==> config.mk <==
export PLATFORM = sky130hd
export DESIGN_NAME = vadl_sqrt
export DESIGN_NICKNAME = d
export VERILOG_FILES = /design/src/rtl/vector_angle_degrees_and_length_top_defines.svh /design/src/rtl/vadl_pkg.sv /design/src/rtl/vadl_sqrt.sv
export SDC_FILE = /design/constraint.sdc
export NUM_CORES = 1
export LEC_CHECK = 0
export BUFFER_PORTS_ARGS = -buffer_cell sky130_fd_sc_hd__buf_2
export CAP_MARGIN = 10
export CORE_ASPECT_RATIO = 0.5
export CORE_UTILIZATION = 58
export CTS_CLUSTER_SIZE = 12
export DETAILED_ROUTE_END_ITERATION = 8
export GPL_TIMING_DRIVEN = 0
export PLACE_DENSITY = 0.83
export SLEW_MARGIN = 10
export SYNTH_ARGS = -nofsm -noshare
export SYNTH_HDL_FRONTEND = slang
export SYNTH_SLANG_ARGS = --single-unit
==> constraint.sdc <==
create_clock -name clk -period 4 [get_ports clk]
set_clock_uncertainty 0.15 [all_clocks]
set_input_delay 0.2 -clock clk [delete_from_list [all_inputs] [get_ports clk]]
set_output_delay 0.2 -clock clk [all_outputs]
set_load 0.03 [all_outputs]
==> src/rtl/vector_angle_degrees_and_length_top_defines.svh <==
// ----------------------------------------------------------------------------
// Assertion macros for the vector angle and length block
// Shared property forms used by the checks at the end of the top level.
// ----------------------------------------------------------------------------
`ifndef VECTOR_ANGLE_DEGREES_AND_LENGTH_TOP_DEFINES_SVH
`define VECTOR_ANGLE_DEGREES_AND_LENGTH_TOP_DEFINES_SVH

// Same-cycle implication, disabled while reset is asserted.
`define VADL_ASSERT_IMPL(label, clk_s, rstn_s, ante, cons, msg) \
  label: assert property (@(posedge clk_s) disable iff (!rstn_s) (ante) |-> (cons)) \
    else $error(msg);

// Next-cycle implication, disabled while reset is asserted.
`define VADL_ASSERT_NEXT(label, clk_s, rstn_s, ante, cons, msg) \
  label: assert property (@(posedge clk_s) disable iff (!rstn_s) (ante) |=> (cons)) \
    else $error(msg);

`endif

==> src/rtl/vadl_pkg.sv <==
// ----------------------------------------------------------------------------
// vadl_pkg
// Types, constants and the cosine table shared by the vector angle and
// length pipeline.
// ----------------------------------------------------------------------------
`default_nettype none

package vadl_pkg;

  // Default configuration.
  localparam int COORD_BITS_DEF       = 16;
  localparam int LENGTH_FRAC_BITS_DEF = 4;

  // Result field widths.
  localparam int ANGLE_W  = 9;
  localparam int LENGTH_W = 21;

  // Angle constants in degrees.
  localparam int HALF_TURN    = 180;
  localparam int FULL_TURN    = 2 * HALF_TURN;
  localparam int QUARTER_TURN = HALF_TURN / 2;

  // Cosine table: cos(k degrees) for k = 0..89 in unsigned Q2.62.
  localparam int COS_ENTRIES  = QUARTER_TURN;
  localparam int COS_IDX_W    = $clog2(COS_ENTRIES);
  localparam int SERIES_TERMS = 16;

  // The in-quadrant degree count is found one bit per search step.
  localparam int ANGLE_STEPS = COS_IDX_W;
  localparam int STEP_STAGES = 3;
  localparam int ANGLE_LAT   = ANGLE_STEPS * STEP_STAGES + 1;

  localparam logic [63:0] PI_Q62       = 64'hC90F_DAA2_2168_C234;
  localparam logic [63:0] ONE_Q62      = 64'h4000_0000_0000_0000;
  localparam logic [63:0] DEG_STEP_Q62 = PI_Q62 / HALF_TURN;

  typedef logic [63:0] cos_q62_t;
  typedef cos_q62_t cos_tab_t [COS_ENTRIES];

  // Quadrant that the vector was turned out of.
  typedef enum logic [1:0] {
    QUAD_0,
    QUAD_90,
    QUAD_180,
    QUAD_270
  } quad_t;

  // Angle beat leaving the search pipeline.
  typedef struct packed {
    logic               vld;
    logic               zero;
    logic [ANGLE_W-1:0] deg;
  } ang_beat_t;

  // Length beat leaving the square root pipeline.
  typedef struct packed {
    logic                vld;
    logic [LENGTH_W-1:0] len;
  } len_beat_t;

  // Q2.62 product, truncated.
  function automatic logic [63:0] mul_q62(input logic [63:0] a, input logic [63:0] b);
    logic [127:0] p;
    p = {64'd0, a} * {64'd0, b};
    return p[125:62];
  endfunction

  // Unsigned 64-bit quotient by restoring long division, used at elaboration.
  function automatic logic [63:0] div_u64(input logic [63:0] num, input logic [63:0] den);
    logic [64:0] rem;
    logic [63:0] quo;
    rem = '0;
    quo = '0;
    for (int i = 63; i >= 0; i--) begin
      rem = {rem[63:0], num[i]};
      if (rem >= {1'b0, den}) begin
        rem    = rem - {1'b0, den};
        quo[i] = 1'b1;
      end
    end
    return quo;
  endfunction

  // Taylor series for cos(k degrees), evaluated at elaboration.
  function automatic cos_tab_t build_cos_tab();
    cos_tab_t    tab;
    logic [63:0] ang;
    logic [63:0] ang2;
    logic [63:0] term;
    logic [63:0] acc;
    logic [63:0] den;
    tab[0] = ONE_Q62;
    for (int k = 1; k < COS_ENTRIES; k++) begin
      ang  = DEG_STEP_Q62 * 64'(k);
      ang2 = mul_q62(ang, ang);
      term = ONE_Q62;
      acc  = ONE_Q62;
      for (int n = 0; n < SERIES_TERMS; n++) begin
        den  = 64'((2 * n + 1) * (2 * n + 2));
        term = div_u64(mul_q62(term, ang2), den);
        if (n[0] == 1'b0) begin
          acc = acc - term;
        end else begin
          acc = acc + term;
        end
      end
      tab[k] = acc;
    end
    return tab;
  endfunction

  localparam cos_tab_t COS_Q62 = build_cos_tab();

  // Degree offset of each quadrant.
  function automatic logic [ANGLE_W-1:0] quad_base(input quad_t q);
    logic [ANGLE_W-1:0] base;
    unique case (q)
      QUAD_0:   base = '0;
      QUAD_90:  base = ANGLE_W'(QUARTER_TURN);
      QUAD_180: base = ANGLE_W'(HALF_TURN);
      QUAD_270: base = ANGLE_W'(HALF_TURN + QUARTER_TURN);
    endcase
    return base;
  endfunction

endpackage

`default_nettype wire

==> src/rtl/vadl_sqrt.sv <==
// ----------------------------------------------------------------------------
// vadl_sqrt
// Pipelined integer square root, one root bit per register stage.
// ----------------------------------------------------------------------------
`default_nettype none

module vadl_sqrt
  import vadl_pkg::*;
#(
  parameter int ROOT_W = COORD_BITS_DEF + LENGTH_FRAC_BITS_DEF + 1
) (
  input  logic                  clk,
  input  logic                  rst_n,
  input  logic                  in_valid,
  input  logic [2*ROOT_W-1:0]   in_rad,
  output logic                  out_valid,
  output logic [ROOT_W-1:0]     out_root
);

  localparam int RAD_W = 2 * ROOT_W;
  localparam int REM_W = ROOT_W + 3;

  // Stage boundaries: index j feeds stage j.
  logic              st_vld  [ROOT_W+1];
  logic [ROOT_W-1:0] st_root [ROOT_W+1];
  logic [RAD_W-1:0]  st_rad  [ROOT_W];
  logic [REM_W-1:0]  st_rem  [ROOT_W];

  assign st_vld[0]  = in_valid;
  assign st_root[0] = '0;
  assign st_rad[0]  = in_rad;
  assign st_rem[0]  = '0;

  for (genvar j = 0; j < ROOT_W; j++) begin : g_bit
    logic [REM_W-1:0]  shifted_nxt;
    logic [REM_W-1:0]  trial_nxt;
    logic              ge_nxt;
    logic [ROOT_W-1:0] root_nxt;
    logic              vld_r;
    logic [ROOT_W-1:0] root_r;

    // Bring down the next two radicand bits and try the next root bit.
    always_comb begin
      shifted_nxt = {st_rem[j][REM_W-3:0], st_rad[j][RAD_W-1-2*j -: 2]};
      trial_nxt   = REM_W'({st_root[j], 2'b01});
      ge_nxt      = (shifted_nxt >= trial_nxt);
      root_nxt    = {st_root[j][ROOT_W-2:0], ge_nxt};
    end

    always_ff @(posedge clk) begin
      if (!rst_n) begin
        vld_r <= 1'b0;
      end else begin
        vld_r <= st_vld[j];
      end
    end

    always_ff @(posedge clk) begin
      root_r <= root_nxt;
    end

    assign st_vld[j+1]  = vld_r;
    assign st_root[j+1] = root_r;

    // The remainder and radicand go on only to stages that still need them.
    if (j < ROOT_W - 1) begin : g_carry
      logic [REM_W-1:0] rem_nxt;
      logic [REM_W-1:0] rem_r;
      logic [RAD_W-1:0] rad_r;

      assign rem_nxt = ge_nxt ? (shifted_nxt - trial_nxt) : shifted_nxt;

      always_ff @(posedge clk) begin
        rem_r <= rem_nxt;
        rad_r <= st_rad[j];
      end

      assign st_rem[j+1] = rem_r;
      assign st_rad[j+1] = rad_r;
    end
  end

  assign out_valid = st_vld[ROOT_W];
  assign out_root  = st_root[ROOT_W];

endmodule

`default_nettype wire

Word-level counts from Yosys, hierarchy flattened

Index checks and enable logic that the tools add are counted.

$add $sub $neg: 20
Magnitude comparators: 21
Muxes and demuxes: 20

Operators with widths:

| operator                                         | count |
|---|---|
| 22-bit 2-to-1 mux                                | 19 |
| 24-bit by 10-bit >= comparator with 1-bit output | 1 |
| 24-bit by 11-bit >= comparator with 1-bit output | 1 |
| 24-bit by 12-bit >= comparator with 1-bit output | 1 |
| 24-bit by 13-bit >= comparator with 1-bit output | 1 |
| 24-bit by 14-bit >= comparator with 1-bit output | 1 |
| 24-bit by 15-bit >= comparator with 1-bit output | 1 |
| 24-bit by 16-bit >= comparator with 1-bit output | 1 |
| 24-bit by 17-bit >= comparator with 1-bit output | 1 |
| 24-bit by 18-bit >= comparator with 1-bit output | 1 |
| 24-bit by 19-bit >= comparator with 1-bit output | 1 |
| 24-bit by 20-bit >= comparator with 1-bit output | 1 |
| 24-bit by 21-bit >= comparator with 1-bit output | 1 |
| 24-bit by 22-bit >= comparator with 1-bit output | 1 |
| 24-bit by 3-bit >= comparator with 1-bit output  | 1 |
| 24-bit by 4-bit >= comparator with 1-bit output  | 1 |
| 24-bit by 5-bit >= comparator with 1-bit output  | 1 |
| 24-bit by 6-bit >= comparator with 1-bit output  | 1 |
| 24-bit by 7-bit >= comparator with 1-bit output  | 1 |
| 24-bit by 8-bit >= comparator with 1-bit output  | 1 |
| 24-bit by 9-bit >= comparator with 1-bit output  | 1 |
| 22-bit by 10-bit subtractor with 22-bit output   | 1 |
| 22-bit by 11-bit subtractor with 22-bit output   | 1 |
| 22-bit by 12-bit subtractor with 22-bit output   | 1 |
| other kinds (19)                                 | 19 |

Register bits after elaboration: 1093
Input bits: 45
Word-level logic and storage cells: 144

Depth between registers and ports, before layout

Word-level depth: 2
Depth in mapped cells: 13
Mapped depth without buffers: 12

Worst setup path after synthesis

Ideal clock, no wire load.

Kind: reg-to-reg
Start point: reg g_bit[12].root_r[0]
End point: reg g_bit[13].g_carry.rem_r[10]
Arrival time: 2.833 ns
Required time: 3.719 ns
Setup slack: 0.887 ns
Cell stages (with the launch flop): 13
Path buffers: 2
Clock period less this slack: 3.113 ns
Path through: dfxtp_1 > inv_1 > ha_1 > nor2b_1 > o21a_1 > o31ai_1 > a21oi_1 > a21oi_1 > o21ai_0 > a211oi_1 > clkbuf_1 > clkbuf_1 > o21ai_0

Word-level cells in the longest chain between the ends: 2
Elaborated cells on any way between the ends: 3
Classes of those cells: add/sub (1); order compare (1); mux (1)

RTL lines:

| element                                                                                                            | line                             | RTL |
|---|---|---|
| from (decl)                                                                                                        | vadl_sqrt.sv:40                  | `logic [ROOT_W-1:0] root_r;` |
| from (signal assigned)                                                                                             | vadl_sqrt.sv:59                  | `root_r <= root_nxt;` |
| 22-bit by 15-bit subtractor with 22-bit output or 24-bit by 15-bit >= comparator with 1-bit output (tied branches) | vadl_sqrt.sv:71, vadl_sqrt.sv:46 |  |
| 22-bit 2-to-1 mux (*)                                                                                              | vadl_sqrt.sv:71                  | `assign rem_nxt = ge_nxt ? (shifted_nxt - trial_nxt) : shifted_nxt;` |
| via g_bit[13].g_carry.rem_nxt[10]                                                                                  | vadl_sqrt.sv:67                  | `logic [REM_W-1:0] rem_nxt;` |
| to (signal assigned)                                                                                               | vadl_sqrt.sv:74                  | `rem_r <= rem_nxt;` |
| to (decl)                                                                                                          | vadl_sqrt.sv:68                  | `logic [REM_W-1:0] rem_r;` |

The timed path passes the listed nets; every way through them passes the cells marked *.
A chain may end at the register's enable or synchronous reset.

Worst setup path after layout

Start point: reg g_bit[16].root_r[0]
End point: reg g_bit[17].g_carry.rem_r[2]

Word-level cells in the longest chain between the ends: 2
Elaborated cells on any way between the ends: 3
Classes of those cells: add/sub (1); order compare (1); mux (1)

RTL lines:

| element                                          | line            | RTL |
|---|---|---|
| from (decl)                                      | vadl_sqrt.sv:40 |  |
| from (signal assigned)                           | vadl_sqrt.sv:59 |  |
| 24-bit by 19-bit >= comparator with 1-bit output | vadl_sqrt.sv:46 | `ge_nxt = (shifted_nxt >= trial_nxt);` |
| via g_bit[17].ge_nxt                             | vadl_sqrt.sv:37 | `logic ge_nxt;` |
| 22-bit 2-to-1 mux                                | vadl_sqrt.sv:71 |  |
| via g_bit[17].g_carry.rem_nxt[2]                 | vadl_sqrt.sv:67 |  |
| to (signal assigned)                             | vadl_sqrt.sv:74 |  |
| to (decl)                                        | vadl_sqrt.sv:68 |  |

The timed path passes the listed nets, and every way through them passes these cells.

==> results.json <==
{
  "critPathArrivalTime_ps": 4250,
  "vias": 25665,
  "area_growth_pct": 12.9,
  "grt_max_degree": 15,
  "grt_pass1_vias": 25914,
  "hold_viol_final": 0,
  "antenna_cells": 0,
  "finalWirelength_um": 72700,
  "first_pass_iters": 8,
  "remaining_drc_errors": 0,
  "maxCapViolations": 0,
  "clock_sinks": 1084,
  "syn_area_per_cell_um2": 10.4,
  "netlist_area_um2": 38300,
  "dp_hpwl_um": 49400,
  "p_leak_nw": 20.3,
  "io_buffers": 66,
  "wl_per_cell_um": 15.1,
  "num_io_pins": 67,
  "ant_nets": 0,
  "grt_use_total_pct": 21.5,
  "fp.dieW_um": 366,
  "start_kind": "flop",
  "final_common_cell": "dfxtp_1",
  "hp-class": "input port to flop",
  "fp-row-count": 66,
  "setup_viol": 0,
  "cts.path.max_buffers": 3,
  "cts_inserted_buffers": 101,
  "insertion_delay_ps": 680,
  "cts_tree": "built",
  "gp_congestion": 0.960,
  "nets": 4217,
  "place_inst": 4621,
  "grt-ovfl-total": 0,
  "ys_types": 77,
  "core-area_um2": 65200,
  "start_util_pct": 58.8,
  "worst_pin_slew_ps": 1060,
  "synthArstFlopShare_pct": 0,
  "slew_headroom_pct": 27.8,
  "antenna_found_initial": 0,
  "root_buffer": "clkbuf_16",
  "n_fill_cell": 4708,
  "clk_pin_slew_ps": 60,
  "die_h_um": 184,
  "cp.required_ps": 4440,
  "worst_ir_drop_vdd_mv": 0.552,
  "fin_crit_ps": 3810,
  "fmax_mhz": 262,
  "critPathCaptureType": "flop",
  "power_density_nw_per_um2": 624,
  "final.period_utilization_pct": 95.3,
  "crit_fanout": 10,
  "via_per_inst": 5.33,
  "drive_gt1_share_pct": 6.49,
  "rsz0062_at_grt": "false",
  "layout_common_cells": "1084 x dfxtp_1, 310 x inv_1, 253 x ha_1",
  "synth_edf_count": 0,
  "synth_nets": 3969,
  "grt_pass1_wl_um": 117000,
  "h-tree-depth": 3,
  "syn_inst": 3671,
  "ys_seq_elements": 1084,
  "worstSetupPathType": "flop to flop",
  "synth_warnings": 0,
  "status": "completed",
  "post_cts_buffers": 0,
  "finalSetupTns_ps": 0,
  "ys_dominant_reg_cell": "dfxtp_1",
  "regArea_um2": 21700,
  "multiInputGateArea_um2": 15200,
  "dieArea_um2": 67200,
  "drt_iter0_markers": 1396,
  "ys_seq_area_share_pct": 56.6,
  "p_total_mw": 27.0,
  "final-instance-count-excl-fill": 4816,
  "slew_violations": 0
}
==> state kept, by name, summed over array words and instances (netlist names) <==
signal / count
g_bit.vld_r: 20
out_root: 21
g_bit.g_carry.rem_r: 412
g_bit.g_carry.rad_r: 420
out_valid: 1
g_bit.root_r: 210
==> stage by stage <==
step	setup WS, ps	hold WS [ps]	area [um^2]	util (%)
global route	33.9	36.7	43300	66.5
finish	188	48.5	43300	66.5
floorplan	887	77.7	38300	-
detailed placement	17.5	154	39800	61.0
CTS	21.5	1.36	43300	66.4
global placement	93.5	152	39800	61.0
==> timing repair <==
action / 4_1_cts / 5_1_grt
hold buffers: 78 / 0
gates resized for setup: 1 / 9
hold endpoints to repair: 64 / 0
endpoints found under the setup margin: 2 / 35
pin swaps: 0 / 0
==> worst max-delay path, cell delays in order (launching register included) <==
cell and delay [ps]:
dfxtp_1 330, inv_1 50, ha_1 350, nor2b_1 160
o21ai_0 210, o22ai_1 140, o41ai_1 790, o31ai_1 280
a21oi_1 290, o21ai_2 200, clkbuf_2 280, clkbuf_1 300
a21oi_1 190
==> cell type report <==
cell class,count,area share [%]
clock inverters,8,0.283
repair buffers,145,2.58
inverters,310,2.69
well taps,884,2.55
flip-flops and latches,1084,50.1
plain buffers,58,0.555
clock buffers,108,6.02
multi-input cells,2219,35.2
==> synth_stat cells, types with 5 or more instances <==
library cell / instances / area share [%]
a31oi_1: 15 / 0.24
a21oi_1: 193 / 2.5
nand4_1: 35 / 0.57
clkbuf_1: 52 / 0.51
xnor2_1: 170 / 3.9
or3_1: 29 / 0.47
or4_1: 18 / 0.35
a22o_1: 5 / 0.11
inv_1: 310 / 3.0
nand3b_1: 13 / 0.25
or2_2: 24 / 0.39
dfxtp_1: 1084 / 57
xor2_1: 150 / 3.4
o21bai_1: 19 / 0.37
a211o_1: 6 / 0.14
a211oi_1: 17 / 0.33
and3_1: 10 / 0.16
mux2_2: 27 / 0.79
a21boi_0: 13 / 0.25
nor4_1: 51 / 0.83
o21ai_0: 191 / 2.5
a21o_1: 83 / 1.6
o211ai_1: 11 / 0.22
a221oi_1: 6 / 0.14
ha_1: 253 / 8.3
nor2b_1: 29 / 0.47
o21a_1: 58 / 1.1
nand2b_1: 46 / 0.75
o31ai_1: 24 / 0.47
mux2i_1: 10 / 0.26
nor2_1: 199 / 1.9
a2111oi_0: 5 / 0.11
nand3_1: 54 / 0.70
nand2_1: 249 / 2.4
nor3_1: 98 / 1.3
and2_1: 30 / 0.49
==> per-layer routing <==
layer	wire [um]	track usage (%)	vias to the layer above
li1	-	-	12911
met1	27500	21.0	11893
met2	39000	42.4	622
met3	2550	3.66	239
met4	3590	12.1	0
met5	0	0	-
==> kinds of logic after synthesis <==
family / share of synthesized area, %
compound gates: 11.2
xor+xnor: 7.31
fa+ha+maj: 8.26
buf+inv: 3.65
flops: 56.6
mux: 1.05
other cells: 0.00978
simple gates: 11.9
==> path summary, 6_finish.rpt <==
check                             start                         end  slack [ps]  cells after the start
min reg2reg  g_bit[2].g_carry.rad_r[29]  g_bit[3].g_carry.rad_r[29]         140                      0
max                 g_bit[16].root_r[0]  g_bit[17].g_carry.rem_r[2]         190                     12
min                           in_rad[5]   g_bit[0].g_carry.rad_r[5]          50                      2
max reg2reg         g_bit[16].root_r[0]  g_bit[17].g_carry.rem_r[2]         190                     12
==> report_power, final <==
part	switching [mW]	internal, mW	total, mW
clock network	3.78	4.58	8.37
registers	1.18	12.6	13.8
logic	2.58	2.27	4.84
total	7.54	19.5	27.0
Power figures use the tool's default switching activity.
